## config.mk

```make
export PLATFORM = sky130hd
export DESIGN_NAME = wilder_rsi_calculator
export DESIGN_NICKNAME = d
export VERILOG_FILES = /design/src/hw/rtl/wrsi_pkg.sv /design/src/hw/rtl/wilder_rsi_calculator.sv /design/src/hw/rtl/wrsi_div.sv
export SDC_FILE = /design/constraint.sdc
export NUM_CORES = 2
export LEC_CHECK = 0
export BUFFER_PORTS_ARGS = -buffer_cell sky130_fd_sc_hd__buf_4
export CAP_MARGIN = 10
export CORE_ASPECT_RATIO = 0.5
export CORE_MARGIN = 8
export CORE_UTILIZATION = 65
export DETAILED_ROUTE_END_ITERATION = 12
export PLACE_DENSITY = 0.82
export SETUP_SLACK_MARGIN = 0.4
export SYNTH_ARGS = -nofsm -noshare
export SYNTH_HDL_FRONTEND = slang
export SYNTH_SLANG_ARGS = --single-unit
```

## constraint.sdc

```tcl
create_clock -name clk -period 10 [get_ports clk]
set_input_delay 2 -clock clk [delete_from_list [all_inputs] [get_ports clk]]
set_output_delay 2 -clock clk [all_outputs]
set_load 0.05 [all_outputs]
```

## src/hw/rtl/wrsi_pkg.sv

```systemverilog
`timescale 1ns / 1ps

package wrsi_pkg;

    localparam int PRICE_W  = 32;
    localparam int FRAC_W   = 16;
    localparam int AVG_W    = PRICE_W + FRAC_W;
    localparam int PERIOD_W = 8;
    localparam int RSI_W    = 15;

    // Shared divider geometry: 64-bit dividend, divisor up to G+L (49 bits).
    localparam int DIV_DVD_W       = 64;
    localparam int DIV_DSR_W       = AVG_W + 1;
    localparam int DIV_LONG_STEPS  = DIV_DVD_W;
    // The index quotient never exceeds 25600, so 15 steps cover it.
    localparam int DIV_SHORT_STEPS = DIV_DVD_W - DIV_DSR_W;
    localparam int DIV_CNT_W       = 7;

    localparam logic [RSI_W-1:0]    RSI_FULL     = 15'd25600;
    localparam logic [RSI_W-1:0]    RSI_MID      = 15'd12800;
    localparam logic [PERIOD_W-1:0] PERIOD_RESET = 8'd14;

    typedef enum logic [3:0] {
        ST_IDLE,
        ST_STEP,
        ST_MUL,
        ST_START,
        ST_WAIT,
        ST_RSI_MUL,
        ST_RSI_START,
        ST_RSI_WAIT,
        ST_EMIT
    } state_t;

    typedef struct packed {
        logic start;
        logic short_div;
    } div_req_t;

endpackage

```

## src/hw/rtl/wilder_rsi_calculator.sv

```systemverilog
// Wilder relative strength index over a stream of closing prices.
//
// Input channel: in_valid/in_ready with close_price and quote_valid. A word
// with quote_valid low changes nothing and returns a word with rsi_ready low.
// The first usable price only seeds the previous close; the next `period`
// differences are summed, then averaged (Q16) and smoothed per Wilder.
// Output channel: out_valid/out_ready with rsi_value (RSI * 256) and
// rsi_ready. Every input word yields exactly one output word.
// Config: cfg_wr_en/cfg_wr_data write the period (0 acts as 1); write only
// while the block is idle.
// An ignored or seeding word goes straight to the output, and a warm-up word
// only adds its move to the sums. Once averages are updated, the shared
// bit-serial divider computes each of the two averages and then the index:
// 64 steps for each average and 15 for the index, the index run being
// skipped with a zero loss average. One word is in flight at a time; in_ready
// is high only when idle.
// A finished word sits in the output register, so the next input word is
// taken even while the receiver stalls; a second result then waits until
// the held word is taken.
// Reset clears the period to 14 and drops all averages and history.
`timescale 1ns / 1ps

module wilder_rsi_calculator (
    input  logic                           clk,
    input  logic                           rst_n,
    input  logic                           in_valid,
    output logic                           in_ready,
    input  logic [wrsi_pkg::PRICE_W-1:0]   close_price,
    input  logic                           quote_valid,
    output logic                           out_valid,
    input  logic                           out_ready,
    output logic [wrsi_pkg::RSI_W-1:0]     rsi_value,
    output logic                           rsi_ready,
    input  logic                           cfg_wr_en,
    input  logic [wrsi_pkg::PERIOD_W-1:0]  cfg_wr_data
);
    import wrsi_pkg::*;

    // Sequencer and architectural state
    state_t                state_reg, state_next;
    logic [PERIOD_W-1:0]   period_reg, period_next;
    logic [PRICE_W-1:0]    prev_close_reg, prev_close_next;
    logic                  have_prev_reg, have_prev_next;
    logic [PERIOD_W-1:0]   warm_cnt_reg, warm_cnt_next;
    logic                  warmed_reg, warmed_next;
    // Sums during warm-up, Q16 averages afterwards
    logic [AVG_W-1:0]      avg_gain_reg, avg_gain_next;
    logic [AVG_W-1:0]      avg_loss_reg, avg_loss_next;
    logic                  out_valid_reg, out_valid_next;

    // Working registers of the current word
    logic [PRICE_W-1:0]    gain_reg, gain_next;
    logic [PRICE_W-1:0]    loss_reg, loss_next;
    logic                  first_reg, first_next;
    logic                  side_reg, side_next;
    logic [DIV_DVD_W-1:0]  prod_reg, prod_next;
    logic [DIV_DSR_W-1:0]  den_reg, den_next;
    logic [RSI_W-1:0]      res_value_reg, res_value_next;
    logic                  res_rdy_reg, res_rdy_next;
    logic [RSI_W-1:0]      out_value_reg, out_value_next;
    logic                  out_rdy_reg, out_rdy_next;

    // Derived values
    logic [PERIOD_W-1:0]   n_eff;
    logic [PERIOD_W-1:0]   n_less1;
    logic                  price_up;
    logic [PRICE_W-1:0]    move_mag;
    logic [AVG_W-1:0]      sum_gain;
    logic [AVG_W-1:0]      sum_loss;
    logic [PERIOD_W-1:0]   cnt_inc;
    logic                  warm_done;
    logic [AVG_W-1:0]      avg_sel;
    logic [PRICE_W-1:0]    move_sel;
    logic                  emit_ok;
    logic                  out_load;

    // Divider hookup
    div_req_t              div_req;
    logic [DIV_DVD_W-1:0]  div_dividend;
    logic [DIV_DSR_W-1:0]  div_divisor;
    logic [DIV_DVD_W-1:0]  div_quotient;
    logic                  div_done;

    wrsi_div u_div (
        .clk      (clk),
        .rst_n    (rst_n),
        .req      (div_req),
        .dividend (div_dividend),
        .divisor  (div_divisor),
        .quotient (div_quotient),
        .done     (div_done)
    );

    always_comb
    begin
        // A zero period behaves as one.
        n_eff     = (period_reg == '0) ? PERIOD_W'(1) : period_reg;
        n_less1   = n_eff - PERIOD_W'(1);
        price_up  = close_price > prev_close_reg;
        move_mag  = price_up ? (close_price - prev_close_reg)
                             : (prev_close_reg - close_price);
        sum_gain  = avg_gain_reg + AVG_W'(gain_reg);
        sum_loss  = avg_loss_reg + AVG_W'(loss_reg);
        cnt_inc   = warm_cnt_reg + PERIOD_W'(1);
        warm_done = cnt_inc >= n_eff;
        avg_sel   = side_reg ? avg_loss_reg : avg_gain_reg;
        move_sel  = side_reg ? loss_reg : gain_reg;
        emit_ok   = !out_valid_reg || out_ready;
    end

    // Next state
    always_comb
    begin
        state_next = state_reg;
        unique case (state_reg)
            ST_IDLE:
            begin
                if (in_valid)
                begin
                    state_next = (quote_valid && have_prev_reg) ? ST_STEP : ST_EMIT;
                end
            end
            ST_STEP:
            begin
                state_next = (warmed_reg || warm_done) ? ST_MUL : ST_EMIT;
            end
            ST_MUL:
            begin
                state_next = ST_START;
            end
            ST_START:
            begin
                state_next = ST_WAIT;
            end
            ST_WAIT:
            begin
                if (div_done)
                begin
                    state_next = side_reg ? ST_RSI_MUL : ST_MUL;
                end
            end
            ST_RSI_MUL:
            begin
                state_next = (avg_loss_reg == '0) ? ST_EMIT : ST_RSI_START;
            end
            ST_RSI_START:
            begin
                state_next = ST_RSI_WAIT;
            end
            ST_RSI_WAIT:
            begin
                if (div_done)
                begin
                    state_next = ST_EMIT;
                end
            end
            ST_EMIT:
            begin
                if (emit_ok)
                begin
                    state_next = ST_IDLE;
                end
            end
            default:
            begin
                state_next = ST_IDLE;
            end
        endcase
    end

    // Datapath and outputs
    always_comb
    begin
        period_next     = cfg_wr_en ? cfg_wr_data : period_reg;
        prev_close_next = prev_close_reg;
        have_prev_next  = have_prev_reg;
        warm_cnt_next   = warm_cnt_reg;
        warmed_next     = warmed_reg;
        avg_gain_next   = avg_gain_reg;
        avg_loss_next   = avg_loss_reg;
        gain_next       = gain_reg;
        loss_next       = loss_reg;
        first_next      = first_reg;
        side_next       = side_reg;
        prod_next       = prod_reg;
        den_next        = den_reg;
        res_value_next  = res_value_reg;
        res_rdy_next    = res_rdy_reg;
        div_req         = '0;
        div_dividend    = prod_reg;
        div_divisor     = den_reg;
        out_load        = 1'b0;

        unique case (state_reg)
            ST_IDLE:
            begin
                if (in_valid)
                begin
                    res_value_next = '0;
                    res_rdy_next   = 1'b0;
                    if (quote_valid)
                    begin
                        prev_close_next = close_price;
                        have_prev_next  = 1'b1;
                        // Equal price counts as a zero loss.
                        gain_next       = price_up ? move_mag : '0;
                        loss_next       = price_up ? '0 : move_mag;
                    end
                end
            end
            ST_STEP:
            begin
                side_next  = 1'b0;
                first_next = !warmed_reg;
                if (!warmed_reg)
                begin
                    avg_gain_next = sum_gain;
                    avg_loss_next = sum_loss;
                    warm_cnt_next = cnt_inc;
                    if (warm_done)
                    begin
                        warmed_next = 1'b1;
                    end
                end
            end
            ST_MUL:
            begin
                prod_next = DIV_DVD_W'(avg_sel) * DIV_DVD_W'(n_less1);
            end
            ST_START:
            begin
                div_req.start = 1'b1;
                div_divisor   = DIV_DSR_W'(n_eff);
                // First average divides the plain sum, later ones smooth.
                if (first_reg)
                begin
                    div_dividend = {avg_sel, {FRAC_W{1'b0}}};
                end
                else
                begin
                    div_dividend = prod_reg + DIV_DVD_W'({move_sel, {FRAC_W{1'b0}}});
                end
            end
            ST_WAIT:
            begin
                if (div_done)
                begin
                    if (side_reg)
                    begin
                        avg_loss_next = div_quotient[AVG_W-1:0];
                    end
                    else
                    begin
                        avg_gain_next = div_quotient[AVG_W-1:0];
                    end
                    side_next = 1'b1;
                end
            end
            ST_RSI_MUL:
            begin
                if (avg_loss_reg == '0)
                begin
                    res_value_next = (avg_gain_reg != '0) ? RSI_FULL : RSI_MID;
                    res_rdy_next   = 1'b1;
                end
                else
                begin
                    prod_next = DIV_DVD_W'(avg_gain_reg) * DIV_DVD_W'(RSI_FULL);
                    den_next  = DIV_DSR_W'(avg_gain_reg) + DIV_DSR_W'(avg_loss_reg);
                end
            end
            ST_RSI_START:
            begin
                div_req.start     = 1'b1;
                div_req.short_div = 1'b1;
            end
            ST_RSI_WAIT:
            begin
                if (div_done)
                begin
                    res_value_next = div_quotient[RSI_W-1:0];
                    res_rdy_next   = 1'b1;
                end
            end
            ST_EMIT:
            begin
                out_load = emit_ok;
            end
            default:
            begin
                out_load = 1'b0;
            end
        endcase

        // Hold the output word until taken; load a new one behind it.
        out_valid_next = out_load || (out_valid_reg && !out_ready);
        out_value_next = out_load ? res_value_reg : out_value_reg;
        out_rdy_next   = out_load ? res_rdy_reg : out_rdy_reg;
    end

    always_ff @(posedge clk or negedge rst_n)
    begin
        if (!rst_n)
        begin
            state_reg      <= ST_IDLE;
            period_reg     <= PERIOD_RESET;
            prev_close_reg <= '0;
            have_prev_reg  <= 1'b0;
            warm_cnt_reg   <= '0;
            warmed_reg     <= 1'b0;
            avg_gain_reg   <= '0;
            avg_loss_reg   <= '0;
            out_valid_reg  <= 1'b0;
        end
        else
        begin
            state_reg      <= state_next;
            period_reg     <= period_next;
            prev_close_reg <= prev_close_next;
            have_prev_reg  <= have_prev_next;
            warm_cnt_reg   <= warm_cnt_next;
            warmed_reg     <= warmed_next;
            avg_gain_reg   <= avg_gain_next;
            avg_loss_reg   <= avg_loss_next;
            out_valid_reg  <= out_valid_next;
        end
    end

    always_ff @(posedge clk)
    begin
        gain_reg      <= gain_next;
        loss_reg      <= loss_next;
        first_reg     <= first_next;
        side_reg      <= side_next;
        prod_reg      <= prod_next;
        den_reg       <= den_next;
        res_value_reg <= res_value_next;
        res_rdy_reg   <= res_rdy_next;
        out_value_reg <= out_value_next;
        out_rdy_reg   <= out_rdy_next;
    end

    assign in_ready  = (state_reg == ST_IDLE);
    assign out_valid = out_valid_reg;
    assign rsi_value = out_value_reg;
    assign rsi_ready = out_rdy_reg;

endmodule

```

## src/hw/rtl/wrsi_div.sv

```systemverilog
`timescale 1ns / 1ps

module wrsi_div (
    input  logic                             clk,
    input  logic                             rst_n,
    input  wrsi_pkg::div_req_t               req,
    input  logic [wrsi_pkg::DIV_DVD_W-1:0]   dividend,
    input  logic [wrsi_pkg::DIV_DSR_W-1:0]   divisor,
    output logic [wrsi_pkg::DIV_DVD_W-1:0]   quotient,
    output logic                             done
);
    import wrsi_pkg::*;

    logic [DIV_DVD_W-1:0] dvd_reg, dvd_next;
    logic [DIV_DSR_W-1:0] rem_reg, rem_next;
    logic [DIV_DSR_W-1:0] dsr_reg, dsr_next;
    logic [DIV_CNT_W-1:0] cnt_reg, cnt_next;
    logic                 done_reg, done_next;

    logic [DIV_DSR_W:0]   rem_shift;
    logic [DIV_DSR_W+1:0] trial;
    logic                 qbit;

    // One restoring step: shift in the next dividend bit, try the subtract.
    always_comb
    begin
        rem_shift = {rem_reg, dvd_reg[DIV_DVD_W-1]};
        trial     = {1'b0, rem_shift} - {2'b00, dsr_reg};
        qbit      = ~trial[DIV_DSR_W+1];
    end

    always_comb
    begin
        dvd_next  = dvd_reg;
        rem_next  = rem_reg;
        dsr_next  = dsr_reg;
        cnt_next  = cnt_reg;
        done_next = 1'b0;
        if (req.start)
        begin
            dsr_next = divisor;
            if (req.short_div)
            begin
                // Skip the leading steps whose quotient bits are known zero.
                rem_next = dividend[DIV_DVD_W-1:DIV_SHORT_STEPS];
                dvd_next = {dividend[DIV_SHORT_STEPS-1:0], {DIV_DSR_W{1'b0}}};
                cnt_next = DIV_CNT_W'(DIV_SHORT_STEPS);
            end
            else
            begin
                rem_next = '0;
                dvd_next = dividend;
                cnt_next = DIV_CNT_W'(DIV_LONG_STEPS);
            end
        end
        else if (cnt_reg != '0)
        begin
            rem_next  = qbit ? trial[DIV_DSR_W-1:0] : rem_shift[DIV_DSR_W-1:0];
            dvd_next  = {dvd_reg[DIV_DVD_W-2:0], qbit};
            cnt_next  = cnt_reg - DIV_CNT_W'(1);
            done_next = (cnt_reg == DIV_CNT_W'(1));
        end
    end

    always_ff @(posedge clk or negedge rst_n)
    begin
        if (!rst_n)
        begin
            cnt_reg  <= '0;
            done_reg <= 1'b0;
        end
        else
        begin
            cnt_reg  <= cnt_next;
            done_reg <= done_next;
        end
    end

    always_ff @(posedge clk)
    begin
        dvd_reg <= dvd_next;
        rem_reg <= rem_next;
        dsr_reg <= dsr_next;
    end

    assign quotient = dvd_reg;
    assign done     = done_reg;

endmodule

```

# --- Yosys cells after proc, flatten, opt, wreduce, memory -nomap -nowiden ---
# Cells that the tools add are included.
# Widths: inputs -> output; s select.
classes:
  mux: 53
  mul: 2
  addsub: 10
  magnitude_cmp: 2
  n_bitwise: 3
  reduce_logical: 27
  n_eq_ne: 18
op_table:
  columns: ["operator", "count"]
  rows:
  - ["$mux 64", 6]
  - ["$mux 48", 7]
  - ["$mux 49", 4]
  - ["$pmux 48 s2", 2]
  - ["$pmux 64 s2", 1]
  - ["$add 48x32->48", 2]
  - ["$add 64x48->64", 1]
  - ["$mux 32", 2]
  - ["$sub 32x32->32", 2]
  - ["$mux 15", 4]
  - ["$mul 48x8->56", 1]
  - ["$mul 48x5->53 const B", 1]
  - ["$sub 50x49->51", 1]
  - ["$add 48x48->49", 1]
  - ["$logic_not 48->1", 1]
  - ["$reduce_bool 48->1", 1]
  - ["$pmux 15 s3", 1]
  - ["$pmux 4 s9", 1]
  - ["$gt 32x32->1", 1]
  - ["$mux 4", 7]
  - ["$mux 7", 3]
  - ["$eq 4x3->1 const B", 4]
  - ["$mux 8", 2]
  - ["$reduce_and 4->1", 4]
  - ["26 further kinds", 55]
totals:
  inputBits: 46
  out_inout_bits: 18
  register_bits: 532

# --- Logic depth before layout (Yosys ltp) ---
depth:
  depth_word: 6
  depth_mapped: 31
  ltp_nobuf: 28

# --- Hierarchy ---
# A second synthesis with hierarchy kept.
hier_totals:
  cells_unflattened: 6579
  hier_area_um2: 56152.6
by_module_without_submodules:
  columns: ["mod", "n_inst", "area_per_inst_um2", "cells_each"]
  rows:
  - ["wilder_rsi_calculator", 1, 45846.5, 5516]
  - ["wrsi_div", 1, 10306.1, 1063]

# --- Worst setup path before layout ---
# OpenSTA, ideal clock, no wires.
synth_path:
  path_type: "flip-flop to flip-flop"
  startpoint: "register period_reg[2]"
  endpoint: "register prod_reg[54] (data pin)"
  slack_ns: 2.568
  stages_incl_launch_ff: 29
  n_path_buf: 3
  period_less_slack_ns: 7.432
  required_time_ns: 9.737
  setup_ns: 0.263
  arrival_ns: 7.169
  path_cell_list: "dfstp_2 clkbuf_1 or4_1 or3_1 nor2_1 nor2_1 ha_1 nor3b_1 xnor2_1 clkbuf_1 clkbuf_1 nor2_1 fa_1 inv_1 fa_1 fa_1 fa_1 inv_1 ha_1 a2111oi_0 o21ai_1 a211oi_1 o311ai_0 nand2_1 o21ai_1 a311o_1 a31oi_1 xor2_1 o21ai_1"
synth_between:
  elab_chain_cells: 5
synth_rtl:
  columns: ["item", "line", "text"]
  rows:
  - ["start: declaration", "wilder_rsi_calculator.sv:41", "logic [PERIOD_W-1:0] period_reg, period_next;"]
  - ["start signal: assignment", "wilder_rsi_calculator.sv:318", "period_reg <= period_next;"]
  - ["$logic_not 8->1", "wilder_rsi_calculator.sv:97", "n_eff = (period_reg == '0) ? PERIOD_W'(1) : period_reg;"]
  - ["$mux 8 (*)", "wilder_rsi_calculator.sv:97", null]
  - ["$sub 8x1->8 (*)", "wilder_rsi_calculator.sv:98", "n_less1 = n_eff - PERIOD_W'(1);"]
  - ["$mul 48x8->56 (*)", "wilder_rsi_calculator.sv:228", "prod_next = DIV_DVD_W'(avg_sel) * DIV_DVD_W'(n_less1);"]
  - ["$pmux 64 s2 (*)", "wilder_rsi_calculator.sv:194", "unique case (state_reg)"]
  - ["net prod_next[54]", "wilder_rsi_calculator.sv:56", "logic [DIV_DVD_W-1:0] prod_reg, prod_next;"]
  - ["end signal: assignment", "wilder_rsi_calculator.sv:335", "prod_reg <= prod_next;"]
  - ["end: declaration", "wilder_rsi_calculator.sv:56", null]
# Mark *: on every way through the listed nets, which the timed path passes. The rest lies on a longest branch.
# A chain may end at the register's enable or synchronous reset.

# --- Worst setup path after layout ---
# Ends and elaborated chain as after synthesis.

==> flow_metrics.env <==
export IMPL_synth_fp_nets=7200
export IMPL_fmax_ghz=0.108
export IMPL_critPathMaxFanout=32
export IMPL_cts_max_path_buffers=3
export IMPL_synth_edf_count=372
export IMPL_holdCritPathClass="reg2reg"
export IMPL_grt_usage_pct=41.1
export IMPL_postPlaceCellArea_um2=56900
export IMPL_synth_top_family_by_area="adder cells"
export IMPL_netlist_area_um2=55200
export IMPL_die_x_um=428
export IMPL_num_io_pins=64
export IMPL_netlist_instances=6312
export IMPL_synthAdderAreaFrac_pct=23.5
export IMPL_place_congestion=1.15
export IMPL_cpPeakStageDelay_ns=0.90
export IMPL_grt_overflow=0
export IMPL_cpLargestDelayFamily="adder cells"
export IMPL_path_buf_inv=5
export IMPL_ys_warn_count=0
export IMPL_whs_path_depth=0
export IMPL_clock_skew_ns=0.0575
export IMPL_ys_ff_latch=531
export IMPL_grt_pass1_wl_um=300000
export IMPL_cts_root_buf="clkbuf_16"
export IMPL_largest_reg_flops=64
export IMPL_drt_total_wl_um=203000
export IMPL_cts_buffers=51
export IMPL_fin_nets=7143
export IMPL_initial_core_util_pct=65.7
export IMPL_hold_buffers=0
export IMPL_vias=50800
export IMPL_slew_headroom_pct=0.731
export IMPL_crit_required_ns=10.42
export IMPL_yosysSeqAreaShare_pct=27.5
export IMPL_drv_slew=0
export IMPL_postCtsSetupBuffers=0
export IMPL_htree_levels=2
export IMPL_clkSlewWorstSetupHoldPaths_ns=0.08
export IMPL_first_pass_iters=7
export IMPL_grt_pass1_vias=48600
export IMPL_critPathArrivalTime_ns=9.69
export IMPL_antenna_found_initial=23
export IMPL_cts_tree="built"
export IMPL_final_common_cell="inv_1"
export IMPL_dieArea_um2=95100
export IMPL_synth_distinct_cells=99
export IMPL_end_kind="flip-flop"
export IMPL_synth_avg_cell_area_um2=8.74
export IMPL_core_area_um2=84000
export IMPL_finalCritPeriodShare_pct=92.7
export IMPL_design_area_um2=58700
export IMPL_fp_dieH_um=222
export IMPL_cp_num_cells=28
export IMPL_drtIter0Drc=7712
export IMPL_setup_tns_final_ns=0
export IMPL_drcViolationCount=0
export IMPL_synth_compound_area_share_pct=19.2
export IMPL_syn_to_final_growth_pct=6.28
export IMPL_setup_viol=0
export IMPL_cap_violations=1
export IMPL_outcome="complete, but fails checks"
export IMPL_drive_gt1_share_pct=6.72
export IMPL_rr_worst_depth=28
export IMPL_port_buffers=63
export IMPL_synth_flop_cell="edfxtp_1"
export IMPL_tightest_slew_ns=1.45
export IMPL_final_util_pct=69.8
export IMPL_period_needed_ns=9.27
export IMPL_viasPerCell=6.83
export IMPL_rsz0062_at_grt="false"
export IMPL_grt_max_degree=78
export IMPL_rows=75
export IMPL_synthArstFlopShare_pct=29.9
export IMPL_cts_sinks=531
export IMPL_path_class="reg2reg"
export IMPL_place_hpwl_um=161000
export IMPL_yosys_mux_area_fraction_pct=2.57
export IMPL_cp_start_kind="flip-flop"
export IMPL_final_cell_mix="723 x inv_1, 610 x nor2_1, 516 x ha_1"
export IMPL_slowest_stage="xnor2_2"
export IMPL_wl_per_cell_um=27.4
export IMPL_insertion_delay_ns=0.69
export IMPL_synthXorXnorAreaFrac_pct=4.89
export IMPL_synthSimpleGateAreaFrac_pct=15.4
export IMPL_violations="capacitance limit"
export IMPL_finalHoldViolCount=0
export IMPL_ant_nets=0
export IMPL_cts_resized=0
export IMPL_ff2ff_setup_slack_ns=0.73
[path summary, 6_finish.rpt]
check / start / endpoint
setup / recovery: period_reg[2]$_DFFE_PN1P_ / prod_reg[54]$_DFFE_PP_
hold / removal: res_value_reg[3]$_DFFE_PP_ / rsi_value[3]$_DFFE_PP_
setup reg to reg: period_reg[2]$_DFFE_PN1P_ / prod_reg[54]$_DFFE_PP_
hold reg to reg: res_value_reg[3]$_DFFE_PP_ / rsi_value[3]$_DFFE_PP_
max in group asynchronous: rst_n / avg_gain_reg[19]$_DFFE_PN0P_
min in group asynchronous: rst_n / prev_close_reg[4]$_DFFE_PN0P_
[per-stage QoR]
step | instances | hold slack, ns | worst slack, ns
after floorplan | 6312 | 0.400 | 2.57
final | 7431 | 0.414 | 0.731
after CTS | 7411 | 0.417 | 0.976
after detailed placement | 7315 | 0.410 | 1.03
after global placement | 7313 | 0.406 | 1.29
after global routing | 7416 | 0.430 | 0.430
[synthesized netlist by cell type (41+ instances only)]
cell type	number	area (um^2)
inv_1	725	2720
nor2_1	618	2320
ha_1	516	6460
nand2_1	445	1670
a21oi_1	443	2220
o21ai_0	428	2140
edfxtp_1	372	11200
fa_1	326	6530
clkbuf_1	234	878
a21o_1	215	1610
xnor2_1	188	1650
dfrtp_1	156	3900
nand3_1	140	701
xor2_1	118	1030
nor3_1	109	546
mux2i_1	94	941
and3_1	84	526
and2_1	81	507
a31oi_1	69	432
a211oi_1	62	465
o21a_1	61	458
or2_2	60	375
or3_1	57	357
nand4_1	56	350
nand2b_1	55	344
o21bai_1	52	390
nor2b_1	43	269
mux2_2	41	462
[cells by family after synthesis]
kind of cell | Yosys count
AOI/OAI and AO/OA | 1671
xor gates and xnor gates | 307
adders and majority gates | 842
buffers and inverters | 1003
DFF | 531
muxes | 136
and+or+nand+nor | 1822
[routing by layer]
metal  part of all wire (%)  vias up  wire, um  GRT usage, %
li1                       -    21900         -             -
met1                     38    24200     77300          54.6
met2                     38     3870     78100          56.2
met3                     18      749     36100          20.0
met4                    5.8       30     11800          18.6
met5                  0.093        -       189             0
[final cells by class]
cell class / instances / area, um^2
antenna: 17 / 42.5
clock buffer: 62 / 1340
clock inverter: 34 / 378
fill: 6599 / 25300
inverter: 727 / 2730
multi-input combinational: 4778 / 36400
sequential: 531 / 15200
tap: 1116 / 1400
timing repair buffer: 166 / 1250
[worst register-to-register path: cells and delay by family (launching register included)]
family,cells,cell delay [ns]
AND/OR/NAND/NOR,10,2.42
XOR/XNOR,2,1.04
flip-flops,1,0.42
adder cells (fa/ha/maj),6,2.79
buffers and inverters,5,0.78
AO/OA/AOI/OAI,5,1.55
Power is left out: the tool's default activity adds up to more than one toggle a clock period on the data nets, which glitch-free logic cannot reach.
